**src/hw/rtl/i2c_master_register_access_defines.svh**
```systemverilog
// ----------------------------------------------------------------------------
// I2C master register access: assertion macros
// Concurrent check macros, empty when built for synthesis
// ----------------------------------------------------------------------------
`ifndef I2C_MASTER_REGISTER_ACCESS_DEFINES_SVH
`define I2C_MASTER_REGISTER_ACCESS_DEFINES_SVH

`ifndef SYNTHESIS

// same-cycle implication
`define I2CM_ASSERT_IMPLIES(label, clk, rst_n, cond, expr) \
    label: assert property (@(posedge clk) disable iff (!rst_n) (cond) |-> (expr)) \
        else $error("i2cm check failed");

// next-cycle implication
`define I2CM_ASSERT_NEXT(label, clk, rst_n, cond, expr) \
    label: assert property (@(posedge clk) disable iff (!rst_n) (cond) |=> (expr)) \
        else $error("i2cm check failed");

`else

`define I2CM_ASSERT_IMPLIES(label, clk, rst_n, cond, expr)
`define I2CM_ASSERT_NEXT(label, clk, rst_n, cond, expr)

`endif

`endif

```
**src/hw/rtl/i2cm_pkg.sv**
```systemverilog
// ----------------------------------------------------------------------------
// I2C master register access: package
// Bus phases, command and register codes, request and result types
// ----------------------------------------------------------------------------
package i2cm_pkg;

    // bus sequencer phases
    typedef enum logic [4:0] {
        PH_IDLE     = 5'd0,
        PH_ST_B     = 5'd1,
        PH_ST_C     = 5'd2,
        PH_TX_LOW   = 5'd3,
        PH_TX_DATA  = 5'd4,
        PH_TX_HIGH  = 5'd5,
        PH_ACK_LOW  = 5'd6,
        PH_ACK_REL  = 5'd7,
        PH_ACK_HIGH = 5'd8,
        PH_ACK_HOLD = 5'd9,
        PH_ACK_END  = 5'd10,
        PH_RX_LOW   = 5'd11,
        PH_RX_HIGH  = 5'd12,
        PH_NK_LOW   = 5'd13,
        PH_NK_HIGH  = 5'd14,
        PH_NK_END   = 5'd15,
        PH_SP_A     = 5'd16,
        PH_SP_B     = 5'd17,
        PH_SP_C     = 5'd18,
        PH_WAIT     = 5'd19
    } phase_t;

    // command codes
    localparam logic [1:0] CMD_TICK  = 2'd0;
    localparam logic [1:0] CMD_WRITE = 2'd1;
    localparam logic [1:0] CMD_READ  = 2'd2;

    // configuration register indexes
    localparam logic [1:0] REG_PHASE_TICKS      = 2'd0;
    localparam logic [1:0] REG_SETTLE_TICKS     = 2'd1;
    localparam logic [1:0] REG_WRITE_WAIT_TICKS = 2'd2;

    localparam int CFG_DATA_W = 24;
    localparam int TICK_W     = 24;

    // configuration reset values
    localparam logic [15:0] PHASE_TICKS_RST      = 16'd500;
    localparam logic [15:0] SETTLE_TICKS_RST     = 16'd200;
    localparam logic [23:0] WRITE_WAIT_TICKS_RST = 24'd500000;

    // one tick request
    typedef struct packed {
        logic [1:0] command;
        logic [6:0] slave_address;
        logic [7:0] register_address;
        logic [7:0] write_data;
        logic       sda_in;
    } req_t;

    // one tick result
    typedef struct packed {
        logic       scl_level;
        logic       sda_drive_low;
        logic       busy_res;
        logic       done_res;
        logic       success;
        logic [7:0] read_data;
    } res_t;

    // length of a phase in ticks
    function automatic logic [TICK_W-1:0] wait_for(
        input phase_t      ph,
        input logic [15:0] settle,
        input logic [15:0] phase,
        input logic [23:0] write_wait
    );
        logic [TICK_W-1:0] s;
        logic [TICK_W-1:0] p;
        logic [TICK_W-1:0] w;
        s = {8'd0, settle};
        p = {8'd0, phase};
        w = write_wait;
        unique case (ph)
            PH_ST_B, PH_ACK_LOW, PH_ACK_HOLD, PH_SP_A: wait_for = s;
            PH_TX_DATA:                                wait_for = s + s;
            PH_ACK_REL:                                wait_for = p;
            PH_WAIT:                                   wait_for = w;
            default:                                   wait_for = s + p;
        endcase
    endfunction

endpackage

```
**src/hw/rtl/i2cm_if.sv**
```systemverilog
// ----------------------------------------------------------------------------
// I2C master register access: channel interfaces
// Valid/ready channels for tick requests and tick results
// ----------------------------------------------------------------------------
interface i2cm_req_if;
    import i2cm_pkg::*;

    logic valid;
    logic ready;
    req_t payload;

    modport source (output valid, output payload, input ready);
    modport sink (input valid, input payload, output ready);
endinterface

interface i2cm_res_if;
    import i2cm_pkg::*;

    logic valid;
    logic ready;
    res_t payload;

    modport source (output valid, output payload, input ready);
    modport sink (input valid, input payload, output ready);
endinterface

```
**src/hw/rtl/i2c_master_register_access.sv**
```systemverilog
// ----------------------------------------------------------------------------
// I2C master register access
// Tick-stepped I2C master doing one register write or one register read
// ----------------------------------------------------------------------------
//  channel  | direction | payload
//  ---------+-----------+-----------------------------------------------
//  req      | sink      | command, addresses, write byte, sampled SDA
//  res      | source    | SCL/SDA drive, busy, done, success, read byte
//  cfg      | write     | phase, settle and write wait tick counts
//
//  one request per cycle while results drain: each request is one bus
//  tick, and the sequencer state and result register update as it is taken
//  the result register holds a finished result while the next request
//  is taken whenever the result is drained in the same cycle
//  reset returns to idle with the default tick counts and no pending result
// ----------------------------------------------------------------------------
`include "i2c_master_register_access_defines.svh"

module i2c_master_register_access (
    input  logic                           clk,
    input  logic                           rst_n,
    i2cm_req_if.sink                       req,
    i2cm_res_if.source                     res,
    input  logic                           cfg_we,
    input  logic [1:0]                     cfg_index,
    input  logic [i2cm_pkg::CFG_DATA_W-1:0] cfg_data
);
    import i2cm_pkg::*;

    // configuration
    logic [15:0] phase_ticks_reg;
    logic [15:0] settle_ticks_reg;
    logic [23:0] write_wait_ticks_reg;

    // sequencer state
    phase_t            phase_reg, phase_next;
    logic [TICK_W-1:0] tick_reg, tick_next;
    logic [3:0]        bit_reg, bit_next;
    logic [1:0]        byte_reg, byte_next;
    logic [7:0]        shift_reg, shift_next;
    logic [6:0]        slave_reg, slave_next;
    logic [7:0]        regaddr_reg, regaddr_next;
    logic [7:0]        wdata_reg, wdata_next;
    logic              is_read_reg, is_read_next;
    logic              ok_reg, ok_next;
    logic [7:0]        last_reg, last_next;
    logic              enter_en;
    logic              done;

    // result register
    logic res_valid_reg;
    res_t res_reg, res_next;
    logic accept;

    assign req.ready   = !res_valid_reg || res.ready;
    assign accept      = req.valid && req.ready;
    assign res.valid   = res_valid_reg;
    assign res.payload = res_reg;

    // byte sent at a given position of the transfer
    function automatic logic [7:0] byte_for(
        input logic [1:0] idx,
        input logic [6:0] slave,
        input logic [7:0] regaddr,
        input logic [7:0] wdata,
        input logic       rd
    );
        priority if (idx == 2'd0)
            byte_for = {slave, 1'b0};
        else if (idx == 2'd1)
            byte_for = regaddr;
        else if (rd)
            byte_for = {slave, 1'b1};
        else
            byte_for = wdata;
    endfunction

    // configuration writes
    always_ff @(posedge clk or negedge rst_n)
    begin
        if (!rst_n)
        begin
            phase_ticks_reg      <= PHASE_TICKS_RST;
            settle_ticks_reg     <= SETTLE_TICKS_RST;
            write_wait_ticks_reg <= WRITE_WAIT_TICKS_RST;
        end
        else if (cfg_we)
        begin
            unique case (cfg_index)
                REG_PHASE_TICKS:      phase_ticks_reg      <= cfg_data[15:0];
                REG_SETTLE_TICKS:     settle_ticks_reg     <= cfg_data[15:0];
                REG_WRITE_WAIT_TICKS: write_wait_ticks_reg <= cfg_data[23:0];
                default:              ;
            endcase
        end
    end

    // sequencer next state
    always_comb
    begin
        phase_next   = phase_reg;
        tick_next    = tick_reg;
        bit_next     = bit_reg;
        byte_next    = byte_reg;
        shift_next   = shift_reg;
        slave_next   = slave_reg;
        regaddr_next = regaddr_reg;
        wdata_next   = wdata_reg;
        is_read_next = is_read_reg;
        ok_next      = ok_reg;
        last_next    = last_reg;
        enter_en     = 1'b0;
        done         = 1'b0;

        if (phase_reg == PH_IDLE)
        begin
            if (req.payload.command == CMD_WRITE || req.payload.command == CMD_READ)
            begin
                slave_next   = req.payload.slave_address;
                regaddr_next = req.payload.register_address;
                wdata_next   = req.payload.write_data;
                is_read_next = (req.payload.command == CMD_READ);
                ok_next      = 1'b1;
                byte_next    = 2'd0;
                bit_next     = 4'd0;
                shift_next   = {req.payload.slave_address, 1'b0};
                phase_next   = PH_ST_B;
                enter_en     = 1'b1;
            end
        end
        else if (tick_reg > 24'd1)
        begin
            tick_next = tick_reg - 24'd1;
        end
        else
        begin
            enter_en = 1'b1;
            unique case (phase_reg)
                PH_ST_B: phase_next = PH_ST_C;
                PH_ST_C:
                begin
                    bit_next   = 4'd0;
                    phase_next = PH_TX_LOW;
                end
                PH_TX_LOW:  phase_next = PH_TX_DATA;
                PH_TX_DATA: phase_next = PH_TX_HIGH;
                PH_TX_HIGH:
                begin
                    bit_next   = bit_reg + 4'd1;
                    phase_next = (bit_next >= 4'd8) ? PH_ACK_LOW : PH_TX_LOW;
                end
                PH_ACK_LOW: phase_next = PH_ACK_REL;
                PH_ACK_REL: phase_next = PH_ACK_HIGH;
                PH_ACK_HIGH:
                begin
                    // slave NACK clears success
                    if (req.payload.sda_in)
                        ok_next = 1'b0;
                    phase_next = PH_ACK_HOLD;
                end
                PH_ACK_HOLD: phase_next = PH_ACK_END;
                PH_ACK_END:
                begin
                    priority if (!ok_reg)
                        phase_next = PH_SP_A;
                    else if (byte_reg >= 2'd2)
                    begin
                        if (is_read_reg)
                        begin
                            bit_next   = 4'd0;
                            shift_next = 8'd0;
                            phase_next = PH_RX_LOW;
                        end
                        else
                            phase_next = PH_SP_A;
                    end
                    else
                    begin
                        byte_next  = byte_reg + 2'd1;
                        shift_next = byte_for(byte_next, slave_reg, regaddr_reg,
                                              wdata_reg, is_read_reg);
                        bit_next   = 4'd0;
                        phase_next = (is_read_reg && byte_next == 2'd2) ? PH_ST_B
                                                                       : PH_TX_LOW;
                    end
                end
                PH_RX_LOW: phase_next = PH_RX_HIGH;
                PH_RX_HIGH:
                begin
                    shift_next = {shift_reg[6:0], req.payload.sda_in};
                    bit_next   = bit_reg + 4'd1;
                    phase_next = (bit_next >= 4'd8) ? PH_NK_LOW : PH_RX_LOW;
                end
                PH_NK_LOW:  phase_next = PH_NK_HIGH;
                PH_NK_HIGH: phase_next = PH_NK_END;
                PH_NK_END:
                begin
                    last_next  = shift_reg;
                    phase_next = PH_SP_A;
                end
                PH_SP_A: phase_next = PH_SP_B;
                PH_SP_B: phase_next = PH_SP_C;
                PH_SP_C:
                begin
                    if (!is_read_reg && ok_reg)
                        phase_next = PH_WAIT;
                    else
                    begin
                        enter_en   = 1'b0;
                        phase_next = PH_IDLE;
                        tick_next  = '0;
                        done       = 1'b1;
                    end
                end
                PH_WAIT:
                begin
                    enter_en   = 1'b0;
                    phase_next = PH_IDLE;
                    tick_next  = '0;
                    done       = 1'b1;
                end
                default:
                begin
                    // unused phase codes fall back to idle
                    enter_en   = 1'b0;
                    phase_next = PH_IDLE;
                    tick_next  = '0;
                end
            endcase
        end

        // load the length of a newly entered phase
        if (enter_en)
            tick_next = wait_for(phase_next, settle_ticks_reg, phase_ticks_reg,
                                 write_wait_ticks_reg);
    end

    // pin levels and result fields from the updated state
    always_comb
    begin
        logic [2:0] pos;
        pos = 3'd0;
        res_next.scl_level     = 1'b1;
        res_next.sda_drive_low = 1'b0;
        unique case (phase_next)
            PH_ST_C, PH_SP_B: res_next.sda_drive_low = 1'b1;
            PH_TX_LOW:
            begin
                res_next.scl_level = 1'b0;
                if (bit_next == 4'd0)
                    res_next.sda_drive_low = (byte_next == 2'd0) ||
                                             (is_read_next && byte_next == 2'd2);
                else
                begin
                    pos = 3'd7 - (bit_next[2:0] - 3'd1);
                    res_next.sda_drive_low = !shift_next[pos];
                end
            end
            PH_TX_DATA:
            begin
                res_next.scl_level     = 1'b0;
                pos                    = 3'd7 - bit_next[2:0];
                res_next.sda_drive_low = !shift_next[pos];
            end
            PH_TX_HIGH:
            begin
                pos                    = 3'd7 - bit_next[2:0];
                res_next.sda_drive_low = !shift_next[pos];
            end
            PH_ACK_LOW:
            begin
                res_next.scl_level     = 1'b0;
                res_next.sda_drive_low = !shift_next[0];
            end
            PH_ACK_REL, PH_ACK_END, PH_RX_LOW, PH_NK_LOW, PH_NK_END:
                res_next.scl_level = 1'b0;
            PH_SP_A:
            begin
                res_next.scl_level     = 1'b0;
                res_next.sda_drive_low = 1'b1;
            end
            default: ;
        endcase
        res_next.busy_res  = (phase_next != PH_IDLE);
        res_next.done_res  = done;
        res_next.success   = done && ok_next;
        res_next.read_data = last_next;
    end

    // state update on each request
    always_ff @(posedge clk or negedge rst_n)
    begin
        if (!rst_n)
        begin
            phase_reg   <= PH_IDLE;
            tick_reg    <= '0;
            bit_reg     <= '0;
            byte_reg    <= '0;
            shift_reg   <= '0;
            slave_reg   <= '0;
            regaddr_reg <= '0;
            wdata_reg   <= '0;
            is_read_reg <= 1'b0;
            ok_reg      <= 1'b0;
            last_reg    <= '0;
        end
        else if (accept)
        begin
            phase_reg   <= phase_next;
            tick_reg    <= tick_next;
            bit_reg     <= bit_next;
            byte_reg    <= byte_next;
            shift_reg   <= shift_next;
            slave_reg   <= slave_next;
            regaddr_reg <= regaddr_next;
            wdata_reg   <= wdata_next;
            is_read_reg <= is_read_next;
            ok_reg      <= ok_next;
            last_reg    <= last_next;
        end
    end

    // result register valid
    always_ff @(posedge clk or negedge rst_n)
    begin
        if (!rst_n)
            res_valid_reg <= 1'b0;
        else if (accept)
            res_valid_reg <= 1'b1;
        else if (res.ready)
            res_valid_reg <= 1'b0;
    end

    // result register payload
    always_ff @(posedge clk)
    begin
        if (accept)
            res_reg <= res_next;
    end

    // checks
    `I2CM_ASSERT_IMPLIES(a_success_with_done, clk, rst_n,
        res_valid_reg && res_reg.success, res_reg.done_res)
    `I2CM_ASSERT_IMPLIES(a_done_not_busy, clk, rst_n,
        res_valid_reg && res_reg.done_res, !res_reg.busy_res)
    `I2CM_ASSERT_IMPLIES(a_idle_bus_released, clk, rst_n,
        res_valid_reg && !res_reg.busy_res, res_reg.scl_level && !res_reg.sda_drive_low)
    `I2CM_ASSERT_IMPLIES(a_idle_tick_clear, clk, rst_n,
        phase_reg == PH_IDLE, tick_reg == '0)
    `I2CM_ASSERT_IMPLIES(a_counters_in_range, clk, rst_n,
        1'b1, bit_reg <= 4'd8 && byte_reg != 2'd3)
    `I2CM_ASSERT_NEXT(a_stall_holds_state, clk, rst_n,
        !accept, $stable(phase_reg) && $stable(tick_reg))

endmodule

```
**src/flat_wrapper.sv**
```systemverilog
// flat-port wrapper written by rule: the top's interface ports become plain ports
module i2c_master_register_access_flat import i2cm_pkg::*;
  (clk, rst_n, cfg_we, cfg_index, cfg_data, req_valid, req_payload, req_ready, res_valid, res_payload, res_ready);
  i2cm_req_if req_i ();
  i2cm_res_if res_i ();
  input  logic clk;
  input  logic rst_n;
  input  logic cfg_we;
  input  logic [1:0] cfg_index;
  input  logic [i2cm_pkg::CFG_DATA_W-1:0] cfg_data;
  input wire logic [$bits(req_i.valid)-1:0] req_valid;
  input wire logic [$bits(req_i.payload)-1:0] req_payload;
  output wire logic [$bits(req_i.ready)-1:0] req_ready;
  output wire logic [$bits(res_i.valid)-1:0] res_valid;
  output wire logic [$bits(res_i.payload)-1:0] res_payload;
  input wire logic [$bits(res_i.ready)-1:0] res_ready;
  assign req_i.valid = req_valid;
  assign req_i.payload = req_payload;
  assign req_ready = req_i.ready;
  assign res_valid = res_i.valid;
  assign res_payload = res_i.payload;
  assign res_i.ready = res_ready;
  i2c_master_register_access u_core (.clk(clk), .rst_n(rst_n), .req(req_i), .res(res_i), .cfg_we(cfg_we), .cfg_index(cfg_index), .cfg_data(cfg_data));
endmodule
```
**config.mk**
```make
export PLATFORM = sky130hd
export DESIGN_NAME = i2c_master_register_access_flat
export DESIGN_NICKNAME = d
export VERILOG_FILES = /design/src/hw/rtl/i2cm_pkg.sv /design/src/hw/rtl/i2cm_if.sv /design/src/hw/rtl/i2c_master_register_access.sv /design/src/flat_wrapper.sv
export VERILOG_INCLUDE_DIRS = /design/src /design/src/hw/rtl
export SDC_FILE = /design/constraint.sdc
export NUM_CORES = 1
export LEC_CHECK = 0
export ABC_AREA = 1
export BUFFER_PORTS_ARGS = -buffer_cell sky130_fd_sc_hd__buf_2
export CAP_MARGIN = 25
export CORE_MARGIN = 3
export CORE_UTILIZATION = 44
export DETAILED_ROUTE_END_ITERATION = 6
export PLACE_DENSITY = 0.68
export RECOVER_POWER = 25
export REMOVE_ABC_BUFFERS = 1
export SYNTH_ARGS = -nofsm -noshare
export SYNTH_HDL_FRONTEND = slang
export SYNTH_SLANG_ARGS = --single-unit
```
**constraint.sdc**
```tcl
create_clock -name clk -period 5.2 [get_ports clk]
set_input_delay 1.04 -clock clk [delete_from_list [all_inputs] [get_ports clk]]
set_output_delay 1.04 -clock clk [all_outputs]
set_load 0.05 [all_outputs]
```
==> summary by stage, run 1 <==
Synth
The top flip-flop cell by instance count after synthesis is sky130_fd_sc_hd__dfrtp_1. The library cell occupying the most area in the post-synthesis netlist is sky130_fd_sc_hd__dfrtp_1. The commonest cells after synthesis are sky130_fd_sc_hd__nand2_1, sky130_fd_sc_hd__o21ai_0, sky130_fd_sc_hd__inv_1, sky130_fd_sc_hd__dfrtp_1, sky130_fd_sc_hd__nor2_1. The post-synth design cell area is 9265 um^2. The average instance area after synthesis is 7.261 um^2. For this run, the register share of the synthesized area comes to 0.4035. Yosys instantiated no cell more often than sky130_fd_sc_hd__nand2_1.

Synthesis inferred 146 register bits. The fraction of post-synthesis cell area in the top cell type by area is 0.3160. The number of synthesized flops with an enable pin is 13. The number of warning messages in the yosys log is 0. Ranked by total cell area, the synthesized netlist is headed by sky130_fd_sc_hd__dfrtp_1, sky130_fd_sc_hd__nand2_1, sky130_fd_sc_hd__o21ai_0, sky130_fd_sc_hd__inv_1, sky130_fd_sc_hd__nand3_1. The synthesized netlist contains 46 unique library cells. The gate count of the mapped netlist is 1,276.

In the synthesized netlist the async set-or-reset flop fraction comes to 0.9110.

Clock network
The number of clock buffers inserted by TritonCTS is 17. For the worst-skew pair, the clock arrives at the later sink with an insertion delay of 0.42 ns. Clock-pin slew was measured on the worst setup and hold paths at 0.06 ns. The setup fix buffers added after clock tree synthesis is 0. Counting along the longest clock path gives a buffer depth of 2. TritonCTS built the clock tree.

The number of buffers inserted for hold repair after clock tree synthesis is 0. CTS placed an instance of sky130_fd_sc_hd__clkbuf_16 at the clock tree root. The tree built by TritonCTS fans out to 146 sinks. After clock tree synthesis, the repair step resized 0 gates. The H-tree depth is 4.

Routing
Using the TritonRoute via totals, the vias-per-cell ratio works out to 5.226. The antenna violation net count after detailed routing is 0. The total wirelength of the detailed-routed design is 23,570 um.

The overall via count from detail_route is 8,487. The first detailed-routing pass ran for 5 iterations. The average routed wire per standard cell is 14.51 um. The count of unresolved DRC violations after routing is 0. The detailed router finished its first iteration with 593 violations.

Outcome
The run finished, with violations left. The checks that failed: capacitance limit, slew limit.

Cells and area
The area growth from synthesis to layout is 13.14%. Of the cells placed in the final design, the portion with a size suffix greater than 1 is 0.1507. At the end of the flow the core is filled with cells to 0.5131. The number of antenna cells inserted is 0. The post-layout net count is 1,425.

Power
Internal power comes to 3.112 mW. Across the VDD grid, the largest voltage drop is 0.2369 mV. Of the total power, registers draw 0.329.

Of the total power, combinational logic draws 0.447. In this run the power density over the cells is 530.1 nW/um^2. The leakage power is 5.128 nW.

Of the total power, the clock network draws 0.224. Of the total power, the share spent switching nets is 0.4400. The analysis attributes to net switching a power of 2.445 mW.

STA
The setup violation total in the final timing report is 0. The max-slew headroom at the worst pin is -0.6027. The count of final max-slew check failures was 93. The routed design could run at a clock period as short as 4.490 ns. Across the routed clock network, the largest skew measured is 0.009089 ns. In the final timing run, aggregate negative setup slack is 0 ns. Based on the critical path, the design can be clocked at up to 222.7 MHz. The final critical-path share of the clock period is 0.8634.

For the pin with the worst max-slew slack, the measured transition is 2.404 ns. The final hold violation count is 0. Setup repair after global routing left no endpoint under its margin.

Worst setup path
The critical path data required time is 5.55 ns. The worst setup path is launched from a flip-flop. STA classifies the critical path endpoint as a flip-flop.

The most used cell along the critical path is sky130_fd_sc_hd__nand2_1. Data on the critical path arrives at its endpoint at 4.84 ns. The maximum cell stage delay along the critical path is 0.42 ns.

Along the worst path, the maximum fanout reaches 15. The worst register-to-register path has a depth of 28. The critical-path cell with the highest stage delay is sky130_fd_sc_hd__dfrtp_1. The critical path is of the flip-flop to flip-flop type.

GRT
The first global-routing pass estimated 39,500 um of wire. Entering global routing, the biggest net connects 93 pins. Across every metal layer, demand over resource in global routing totals 0.2147.

The initial antenna violation count is 0. The number of global-route vias before repair is 7,694. The remaining global-route overflow is 0.

Placed design
The congestion estimate from routability-driven global placement came to 0.9282. In this run the tool buffered the top-level ports with 71 buffer cells. The half-perimeter wire length after detailed placement is 17,250 um.

Die
From left edge to right edge, the die measures 151.1 um. The area inside the core boundary is 20,430 um^2. The number of top-level pins is 72. The initial utilization of the core area, before any placement, comes to 0.4535. Measured along the y axis, the die boundary spans 151.1 um. The die covers 22,830 um^2. The number of core rows is 52.

Worst hold path
The number of cells on the worst hold path is 2. The tightest min-delay check is of the flip-flop to flip-flop type.

Flow run
The max-cap check violation count is 1.
-- power groups by stage --
stage          logic (mW)  clock network [mW]  registers, mW
6_report             2.48                1.25           1.83
5_1_grt              2.82                1.31           1.88
4_1_cts              2.47                1.26           1.82
3_5_place_dp         2.44                   0           1.84
3_3_place_gp         2.42                   0           1.83
2_1_floorplan        1.77                   0           1.82
-- placed cells by master, fill, tap and decap left out, types with 6 or more instances in the layout --
cell type	Yosys	routed
sky130_fd_sc_hd__nand2_1	359	359
sky130_fd_sc_hd__o21ai_0	152	152
sky130_fd_sc_hd__inv_1	131	131
sky130_fd_sc_hd__dfrtp_1	117	117
sky130_fd_sc_hd__nor2_1	105	104
sky130_fd_sc_hd__nand3_1	85	85
sky130_fd_sc_hd__a21oi_1	74	74
sky130_fd_sc_hd__buf_2	5	69
sky130_fd_sc_hd__ha_1	26	26
sky130_fd_sc_hd__clkbuf_16	0	17
sky130_fd_sc_hd__xor2_1	16	16
sky130_fd_sc_hd__dfstp_2	16	16
sky130_fd_sc_hd__nor2_2	13	14
sky130_fd_sc_hd__xnor2_1	14	14
sky130_fd_sc_hd__inv_2	13	13
sky130_fd_sc_hd__edfxtp_1	13	13
sky130_fd_sc_hd__nand2_2	11	11
sky130_fd_sc_hd__buf_4	1	11
sky130_fd_sc_hd__mux2_2	9	9
sky130_fd_sc_hd__a21oi_2	9	9
sky130_fd_sc_hd__nand4_1	8	8
sky130_fd_sc_hd__o22ai_1	6	6
sky130_fd_sc_hd__or2_2	6	6
sky130_fd_sc_hd__clkbuf_1	28	6
-- area by class of cell --
| cell class | instances | area [um^2] |
|---|---|---|
| multi-input cells | 947 | 4817 |
| flip-flops and latches | 146 | 3739 |
| well taps | 270 | 337.8 |
| repair buffers | 84 | 462.9 |
| clock inverters | 10 | 137.6 |
| fillers | 2021 | 9947 |
| clock buffers | 22 | 444.2 |
| inverters | 145 | 544.3 |
-- metrics by stage --
stage / instances / power (mW) / hold slack [ns] / worst slack [ns] / cell area, um^2
6_report: 1624 / 5.557 / 0.4719 / 0.7101 / 10480
3_5_place_dp: 1590 / 4.283 / 0.4597 / 0.5023 / 9882
3_3_place_gp: 1590 / 4.251 / 0.4556 / 0.6235 / 9882
4_1_cts: 1622 / 5.557 / 0.4752 / 0.6949 / 10460
2_1_floorplan: 1238 / 3.593 / 0.4367 / 0.6549 / 9097
5_1_grt: 1624 / 6.011 / 0.4878 / 0.05312 / 10480
-- critical path: cells and delay by family (launching register included) --
family / cells / cell delay [ns]
buffers and inverters: 3 / 0.54
adder cells (fa/ha/maj): 2 / 0.53
flip-flops: 1 / 0.42
AND/OR/NAND/NOR: 18 / 2.12
AO/OA/AOI/OAI: 4 / 0.67
XOR/XNOR: 1 / 0.13
-- path summary, 6_finish.rpt --
path                                              startpoint                                          end  slack [ns]
setup / recovery              u_core.byte_reg[0]$_DFFE_PN0P_              u_core.tick_reg[15]$_DFFE_PN0P_        0.71
hold / removal             u_core.regaddr_reg[4]$_DFFE_PN0P_            u_core.regaddr_reg[4]$_DFFE_PN0P_        0.47
setup reg to reg              u_core.byte_reg[0]$_DFFE_PN0P_              u_core.tick_reg[15]$_DFFE_PN0P_        0.71
hold reg to reg            u_core.regaddr_reg[4]$_DFFE_PN0P_            u_core.regaddr_reg[4]$_DFFE_PN0P_        0.47
max in group asynchronous                              rst_n        u_core.phase_ticks_reg[2]$_DFFE_PN1P_        2.27
min in group asynchronous                              rst_n  u_core.write_wait_ticks_reg[22]$_DFFE_PN0P_        1.34
-- cell families after synthesis --
family	after synthesis	synth area share
simple gates	615	0.2893
compound gates	266	0.1538
buf+inv	183	0.07684
flops	146	0.4035
xor+xnor	30	0.02836
fa+ha+maj	27	0.03727
mux	9	0.01094
-- metal layers --
layer  GRT usage  vias up  share of wire
met2      0.3307      241           0.45
met1      0.3235     3942           0.49
met4     0.04306        0         0.0085
met3     0.03112       19          0.054
li1            -     4285              -
met5           0        -              0
No activity file was read; power rests on OpenSTA's default activity.
==> run 2: changes to the inputs <==
--- a/config.mk
+++ b/config.mk
@@ -11,10 +11,10 @@
 export CAP_MARGIN = 25
 export CORE_MARGIN = 3
 export CORE_UTILIZATION = 44
+export CTS_BUF_LIST = sky130_fd_sc_hd__clkbuf_16
 export DETAILED_ROUTE_END_ITERATION = 6
 export PLACE_DENSITY = 0.68
 export RECOVER_POWER = 25
-export REMOVE_ABC_BUFFERS = 1
 export SYNTH_ARGS = -nofsm -noshare
 export SYNTH_HDL_FRONTEND = slang
 export SYNTH_SLANG_ARGS = --single-unit
==> summary by stage, run 2 (synthesized netlist as in run 1, its figures left out) <==
Outcome
The flow ran to the end, but the final reports show violations. The checks that failed: DRC, capacitance limit, slew limit.

Routing
The via-per-instance ratio is 5.162. The violation count after the first detailed-route iteration is 759. For this run, the detailed router's first-pass iteration total came to 7. Wires add up to 23,930 um. The overall via count from detail_route is 8,383. The count of nets left with antenna violations once routing finished came out at 0. The average routed wire per standard cell is 14.74 um. After detailed routing, the number of remaining DRC violations is 1.

STA
The worst pin sits at a relative slew slack of -0.5831. The final critical-path share of the clock period is 0.8343. The routed design could run at a clock period as short as 4.338 ns. The setup violation total in the final timing report is 0. The worst hold slack after final layout is 0.4753 ns. Setup repair after global routing left no endpoint under its margin. The setup TNS is 0 ns. In the post-route analysis, the smallest setup slack over all paths is 0.8616 ns. The setup clock skew after layout is 0.01270 ns. For the pin with the worst max-slew slack, the measured transition is 2.375 ns. The timing-limited maximum frequency is 230.5 MHz.

The final hold violation count was 0. The count of final max-slew check failures is 95.

Cells and area
The area taken by multi-input logic gates is 4817 um^2. The commonest non-fill, non-tap cell in the layout is sky130_fd_sc_hd__nand2_1. The number of antenna diodes in the final layout is 0. Of the cells placed in the final design, the portion with a size suffix greater than 1 is 0.1551. Across the whole layout, storage elements account for 3739 um^2. The layout has 2,076 filler cells. Leaving out fill and tap cells, the most frequent cells in the layout are sky130_fd_sc_hd__nand2_1, sky130_fd_sc_hd__o21ai_0, sky130_fd_sc_hd__inv_1, sky130_fd_sc_hd__dfrtp_1, sky130_fd_sc_hd__nor2_1.

The area growth from synthesis to layout is 13.56%. In the final design database the tool counted 1,425 nets. The finished cells cover 10,520 um^2.

Worst hold path
The worst-case hold path end point is u_core.regaddr_reg[2]$_DFFE_PN0P_. The worst hold path passes through 2 cells. In this run the worst hold path is classified as flip-flop to flip-flop. The startpoint identified for the worst hold timing path is u_core.regaddr_reg[2]$_DFFE_PN0P_.

Worst setup path
Data on the critical path arrives at its endpoint at 4.70 ns. The buffer and inverter count on the worst path is 2. The critical path class is flip-flop to flip-flop.

The worst register-to-register path has a depth of 25. The origin of the critical flop-to-flop path is u_core.tick_reg[0]$_DFFE_PN0P_. STA classifies the critical path endpoint as a flip-flop. On the critical path the largest part of the delay comes from simple AND/OR/NAND/NOR gates. The worst setup slack for register-to-register paths is 0.86 ns. The kind of start point of the critical path is a flip-flop.

The critical-path cell with the highest stage delay is sky130_fd_sc_hd__dfrtp_1. Of all nets on the critical path, the largest fanout is 10. On the worst path, the slowest cell contributes a delay of 0.43 ns.

The critical path crosses 25 cells after its start point. At the worst endpoint, the required time is 5.57 ns. The most used cell along the critical path is sky130_fd_sc_hd__nand2_1. The endpoint identified for the worst register-to-register timing path is u_core.tick_reg[16]$_DFFE_PN0P_.

Die
For this configuration, the core starts out at a cell density of 0.4535. The die covers 22,830 um^2. The floorplan step defined a core boundary enclosing 20,430 um^2. The number of core rows is 52. The number of top-level pins is 72.

The die is 151.1 um tall. The horizontal extent of the die is 151.1 um.

Clock network
The H-tree was split into 4 levels. The setup fix buffers added after clock tree synthesis is 0. The number of buffers inserted for hold repair after clock tree synthesis is 0. The post-cts gate resize count is 0. The number of clock buffers inserted by TritonCTS is 17.

The clock latency on the worst-skew pair is 0.43 ns. TritonCTS built the clock tree. Clock-pin slew was measured on the worst setup and hold paths at 0.06 ns. The maximum root-to-sink buffer count is 2. The clock drives 146 sinks. The cell sitting at the root of the clock tree is a sky130_fd_sc_hd__clkbuf_16.

Power
Summing internal, switching and leakage power gives 5.581 mW. Across the VDD grid, the largest voltage drop is 0.2440 mV. The power per unit of standard cell area is 530.5 nW/um^2. The leakage power is 5.146 nW.

Placed design
Buffers placed on the I/O ports in this run total 71. The instance area at placement is 9917 um^2. The wire-length estimate of the detail-placed layout is 17,450 um.

Routability-driven placement finished with a final weighted congestion of 0.9183. The setup slack after placement is 0.6051 ns.

GRT
The global-route usage over all layers is 0.2188. The initial antenna violation count came to 0. The first global-routing pass estimated 39,850 um of wire.

The number of global-route vias before repair is 7,799. The pin count of the biggest net entering global routing is 95. The remaining global-route overflow is 0.

Synth
The post-synth net total is 1,360.

Flow run
The max-cap check violation count is 1.
-- run 2: cell count changes in the layout (fill, tap and decap cells not counted), sizes merged --
cell	change
bufinv	-1
buf	+1
clkinvlp	+1
clkbuf	-6
inv	+7
clkinv	-2
-- run 2: final cells by class --
cell class                 count  share of cell area
multi-input combinational    947              0.4578
sequential                   146              0.3553
inverter                     145             0.05173
timing repair buffer          84             0.04602
clock buffer                  17             0.04043
tap                          270             0.03211
clock inverter                15             0.01653
-- run 2: power by group --
part	switching (mW)	internal [mW]
combinational	1.64	0.841
clock	0.542	0.723
sequential	0.324	1.52
-- run 2: worst max path at each step --
stage	from	end	slack [ns]
3_5_place_dp	req_payload[24]	u_core.tick_reg[16]$_DFFE_PN0P_	0.61
5_1_grt	u_core.byte_reg[0]$_DFFE_PN0P_	u_core.tick_reg[16]$_DFFE_PN0P_	0.44
2_1_floorplan	req_payload[24]	u_core.tick_reg[14]$_DFFE_PN0P_	0.93
3_3_place_gp	req_payload[24]	u_core.tick_reg[14]$_DFFE_PN0P_	0.66
4_1_cts	u_core.tick_reg[0]$_DFFE_PN0P_	u_core.tick_reg[16]$_DFFE_PN0P_	0.89
6_report	u_core.tick_reg[0]$_DFFE_PN0P_	u_core.tick_reg[16]$_DFFE_PN0P_	0.86
-- run 2: tightest hold or removal path, stage by stage (launching register included) --
cell and delay [ns]:
sky130_fd_sc_hd__dfrtp_1 0.34, sky130_fd_sc_hd__nand2_1 0.05, sky130_fd_sc_hd__nand2_1 0.05
-- run 2: stage by stage --
| stage | instances | util |
|---|---|---|
| after floorplan | 1276 | - |
| after global placement | 1589 | 0.4833 |
| after detailed placement | 1591 | 0.4854 |
| after CTS | 1623 | 0.5148 |
| after global routing | 1624 | 0.5150 |
| final | 1624 | 0.5150 |
-- run 2: layer usage --
metal	vias to the layer above	GRT usage	wire length [um]	share of wire
met2	210	0.3190	10070	0.42
met1	3841	0.3271	12090	0.50
met3	33	0.04249	1256	0.052
li1	4299	-	-	-
met4	0	0.06981	516	0.022
met5	-	0	0	0
==> run 3: changes to the inputs <==
--- a/config.mk
+++ b/config.mk
@@ -6,7 +6,7 @@
 export SDC_FILE = /design/constraint.sdc
 export NUM_CORES = 1
 export LEC_CHECK = 0
-export ABC_AREA = 1
+export ABC_AREA = 0
 export BUFFER_PORTS_ARGS = -buffer_cell sky130_fd_sc_hd__buf_2
 export CAP_MARGIN = 25
 export CORE_MARGIN = 3
==> constraint.sdc (replaced) <==
create_clock -name clk -period 4.1 [get_ports clk]
set_input_delay 0.82 -clock clk [delete_from_list [all_inputs] [get_ports clk]]
set_output_delay 0.82 -clock clk [all_outputs]
set_load 0.05 [all_outputs]
==> summary by stage, run 3 <==
Outcome
The flow ran to the end, but the final reports show violations. The checks that failed: capacitance limit, slew limit, setup timing.

Synth
Synthesis inferred 146 register bits. By count the netlist is led by sky130_fd_sc_hd__dfrtp_1, sky130_fd_sc_hd__mux2_2, sky130_fd_sc_hd__nand2_1, sky130_fd_sc_hd__o21ai_0, sky130_fd_sc_hd__nor2_1. Of the post-synthesis cell area, the dominant cell type holds 0.3198. The post-synth net total is 1,033. During synthesis, Yosys emitted a total of 0 warnings. The biggest area contributor in the post-synthesis netlist is sky130_fd_sc_hd__dfrtp_1. The gate count of the mapped netlist is 949. A synthesized cell averages 9.646 um^2. The count of different cell masters after synthesis is 83. In this run, synthesis inferred 13 flip-flops with an integrated enable.

For this run, asynchronously set or reset flops after synthesis account for 0.9110. The most common cell in the synthesized netlist is sky130_fd_sc_hd__dfrtp_1. The most used flip-flop cell after synthesis is sky130_fd_sc_hd__dfrtp_1. The post-synth design cell area is 9154 um^2.

The share of the Yosys chip area taken by registers is 0.4084. Yosys attributes the largest share of cell area to sky130_fd_sc_hd__dfrtp_1, sky130_fd_sc_hd__mux2_2, sky130_fd_sc_hd__dfstp_2, sky130_fd_sc_hd__edfxtp_1, sky130_fd_sc_hd__o21ai_0.

Cells and area
The final layout contains 1,217 nets. The area growth from synthesis to layout is 26.70%. In the layout the commonest cells are sky130_fd_sc_hd__buf_4, sky130_fd_sc_hd__dfrtp_1, sky130_fd_sc_hd__mux2_2, sky130_fd_sc_hd__nand2_1. The number of cells in the finished layout apart from fillers is 1,416. The library cell used most frequently in the layout, excluding fill and tap cells, is sky130_fd_sc_hd__buf_4. Once layout is complete, the utilization of the core stands at 0.5695. Of the cells placed in the final design, the portion with a size suffix greater than 1 is 0.3796.

The number of antenna cells inserted is 0.

Power
The switching share of total power is 0.4061. The total design power is 7.908 mW. The leakage power is 4.974 nW. The share of total power dissipated in the clock network is 0.185.

The total internal power is 4.697 mW. For this design the ratio of total power to cell area is 681.9 nW/um^2. Of the total power, combinational logic draws 0.538. The worst-case IR drop observed on VDD is 0.3862 mV. The analysis attributes to net switching a power of 3.211 mW.

The portion of total power attributed to sequential cells is 0.277.

Die
The number of core rows is 52. The region available for standard cell placement spans 20,360 um^2. The initial cell density of the core is 0.4495. The horizontal extent of the die is 150.2 um. The vertical die dimension is 150.2 um. The die covers 22,570 um^2. During I/O placement, the number of pins put on the boundary was 72.

Worst hold path
The worst hold path was traced through 2 stages. The worst-case hold path end point is u_core.last_reg[2]$_DFFE_PN0P_. The worst hold path belongs to the class flip-flop to flip-flop. In this run the most critical hold path is launched from u_core.last_reg[2]$_DFFE_PN0P_.

Worst setup path
Walking the worst path, the cells encountered are or4_4 > or3_4 > or3_4 > a211oi_4 > or2_4 > and3_4 > buf_6 > mux2_4 > ha_4 > buf_4 > nand2_1 > o211ai_1 > nand2b_4 > a31oi_4 > o21ai_2 > a31oi_2 > xnor2_1 > nand3_1 > a31oi_1. The most numerous cell type found on the critical path is sky130_fd_sc_hd__or3_4. The length in cells of the worst reg-to-reg path is 19.

STA classifies the critical path endpoint as a flip-flop. The worst setup path is launched from a flip-flop. The buffer and inverter count on the worst path is 2. On the worst path, the slowest cell contributes a delay of 0.54 ns.

In this design, the largest share of critical-path delay is due to simple AND/OR/NAND/NOR gates. The largest individual stage delay along the critical path comes from the cell sky130_fd_sc_hd__or4_4. The worst reg2reg path endpoint is u_core.tick_reg[13]$_DFFE_PN0P_. The critical path crosses 19 cells after its start point. The data arrival time of the critical path is 4.78 ns. The startpoint identified for the worst register-to-register timing path is u_core.tick_reg[21]$_DFFE_PN0P_. At the worst endpoint, the required time is 4.45 ns. The critical path is of the flip-flop to flip-flop type. The largest fanout on the critical path is 8. The worst setup slack for register-to-register paths is -0.33 ns.

Routing
The count of unresolved DRC violations after routing is 0. In the final routing, the length of wire on met1 measures 11,290 um. After detailed routing, the total wire length is 25,270 um. The overall via count from detail_route is 8,132.

The met2 layer wire length in the routed design is 12,070 um. The antenna violation net count after detailed routing is 0. After detailed routing, the average wire length per cell comes to 17.85 um. The violation count after the first detailed-route iteration is 522. The top metal layer carrying routed signals is met4. The first-pass iteration count of the detailed router is 5. Using the TritonRoute via totals, the vias-per-cell ratio works out to 5.743.

Wire segments on met3 add up to 1187 um in the final route.

Clock network
The H-tree depth is 4. The root buffer cell chosen for the clock tree is sky130_fd_sc_hd__clkbuf_16. The clock latency on the worst-skew pair is 0.43 ns. The clock tree from TritonCTS is done. The number of sinks driven by the clock tree is 146.

The number of clock buffers inserted by TritonCTS is 17. The CTS clock-pin slew for the worst setup and hold paths is 0.07 ns. The maximum root-to-sink buffer count is 2.

GRT
Entering global routing, the biggest net connects 100 pins. Across every metal layer, demand over resource in global routing totals 0.2306. The first global-routing pass estimated 41,230 um of wire. Summed over all layers, the global routing overflow is 0.

The initial antenna violation count is 0. The number of global-route vias before repair is 8,054.

Placed design
The half-perimeter wire length after detailed placement is 18,800 um. At the end of routability-driven placement, the weighted congestion stood at 0.9767. Port buffering added 71 buffers. After detailed placement, the design holds a cell count of 1,374.

Flow run
The max-cap check violation count is 1.

STA
Setup violations remaining at the end of the flow were counted as 9. The timing-limited maximum frequency is 225.8 MHz. The count of final max-slew check failures is 100. The max-slew headroom at the worst pin is -0.6228. The time the worst path needs with I/O delays and setup is 4.429 ns. The final hold violation count came to 0. Across all setup checks in the final design, the least slack found is -0.3294 ns. Of the available clock period, the critical path in the final layout requires 1.080. The setup clock skew after layout is 0.01109 ns.

Setup repair after global routing could not meet its margin everywhere. The actual slew at the worst max-slew pin is 2.434 ns. Setup total negative slack on the finished layout was measured at -2.261 ns.
## run 3: final cells by class
class	instances	area [um^2]
Clock inverter	15	128.9
Tap cell	270	337.8
Timing Repair Buffer	217	1504
Inverter	27	101.3
Fill cell	1766	8767
Sequential cell	146	3739
Clock buffer	17	425.4
Multi-Input combinational cell	724	5361
## run 3: what timing repair did
item	in CTS	in global routing
buffers inserted	5	7
resized for setup	14	15
endpoints found under the setup margin	12	15
gates cloned	0	0
hold buffers	0	0
pin swaps	11	12
## run 3: routing by layer
layer  vias to the layer above  global-route usage
met3                        54             0.03913
met4                         0             0.08600
met5                         -                   0
li1                       3927                   -
met2                       226              0.3791
met1                      3925              0.3068
## run 3: worst max-delay path by stage
| stage | from | slack [ns] | end |
|---|---|---|---|
| 6_report | u_core.tick_reg[21]$_DFFE_PN0P_ | -0.33 | u_core.tick_reg[13]$_DFFE_PN0P_ |
| 5_1_grt | u_core.tick_reg[22]$_DFFE_PN0P_ | -0.52 | u_core.tick_reg[15]$_DFFE_PN0P_ |
| 4_1_cts | u_core.tick_reg[22]$_DFFE_PN0P_ | -0.31 | u_core.tick_reg[15]$_DFFE_PN0P_ |
| 3_5_place_dp | u_core.tick_reg[21]$_DFFE_PN0P_ | -0.48 | u_core.tick_reg[15]$_DFFE_PN0P_ |
| 3_3_place_gp | u_core.tick_reg[22]$_DFFE_PN0P_ | -0.39 | u_core.tick_reg[15]$_DFFE_PN0P_ |
| 2_1_floorplan | u_core.tick_reg[22]$_DFFE_PN0P_ | -0.43 | u_core.tick_reg[14]$_DFFE_PN0P_ |
## run 3: cell families (layout without fill, tap and decap cells)
kind of cell | after synthesis | in the layout | synth area share
xor gates and xnor gates | 15 | 15 | 0.01435
DFF | 146 | 146 | 0.4084
muxes | 109 | 109 | 0.1334
and+or+nand+nor | 306 | 306 | 0.1724
buffers and inverters | 79 | 276 | 0.03636
adders and majority gates | 27 | 27 | 0.03773
AOI/OAI and AO/OA | 267 | 267 | 0.1974
## run 3: power by group through the flow
| stage | Clock (mW) | Combinational (mW) | Sequential [mW] |
|---|---|---|---|
| final | 1.47 | 4.25 | 2.19 |
| after global routing | 1.55 | 4.64 | 2.24 |
| after CTS | 1.49 | 4.09 | 2.18 |
| after detailed placement | 0 | 4.00 | 2.20 |
| after global placement | 0 | 3.95 | 2.18 |
| after floorplan | 0 | 2.54 | 2.18 |
## run 3: per-stage QoR
stage,setup slack [ns],cell area (um^2),hold WS [ns]
finish,-0.3294,11600,0.4753
global route,-0.5183,11600,0.5072
CTS,-0.3122,11490,0.4796
detailed placement,-0.4800,10830,0.4629
global placement,-0.3892,10830,0.4532
floorplan,-0.4299,9329,0.4418
## run 3: worst reg2reg max path, stage by stage, from the launching register on
cell and delay, ns:
sky130_fd_sc_hd__dfrtp_1 0.40, sky130_fd_sc_hd__or4_4 0.55, sky130_fd_sc_hd__or3_4 0.39, sky130_fd_sc_hd__or3_4 0.36, sky130_fd_sc_hd__a211oi_4 0.18, sky130_fd_sc_hd__or2_4 0.15, sky130_fd_sc_hd__and3_4 0.29, sky130_fd_sc_hd__buf_6 0.13
sky130_fd_sc_hd__mux2_4 0.30, sky130_fd_sc_hd__ha_4 0.23, sky130_fd_sc_hd__buf_4 0.14, sky130_fd_sc_hd__nand2_1 0.07, sky130_fd_sc_hd__o211ai_1 0.14, sky130_fd_sc_hd__nand2b_4 0.19, sky130_fd_sc_hd__a31oi_4 0.18, sky130_fd_sc_hd__o21ai_2 0.08
sky130_fd_sc_hd__a31oi_2 0.21, sky130_fd_sc_hd__xnor2_1 0.15, sky130_fd_sc_hd__nand3_1 0.09, sky130_fd_sc_hd__a31oi_1 0.15
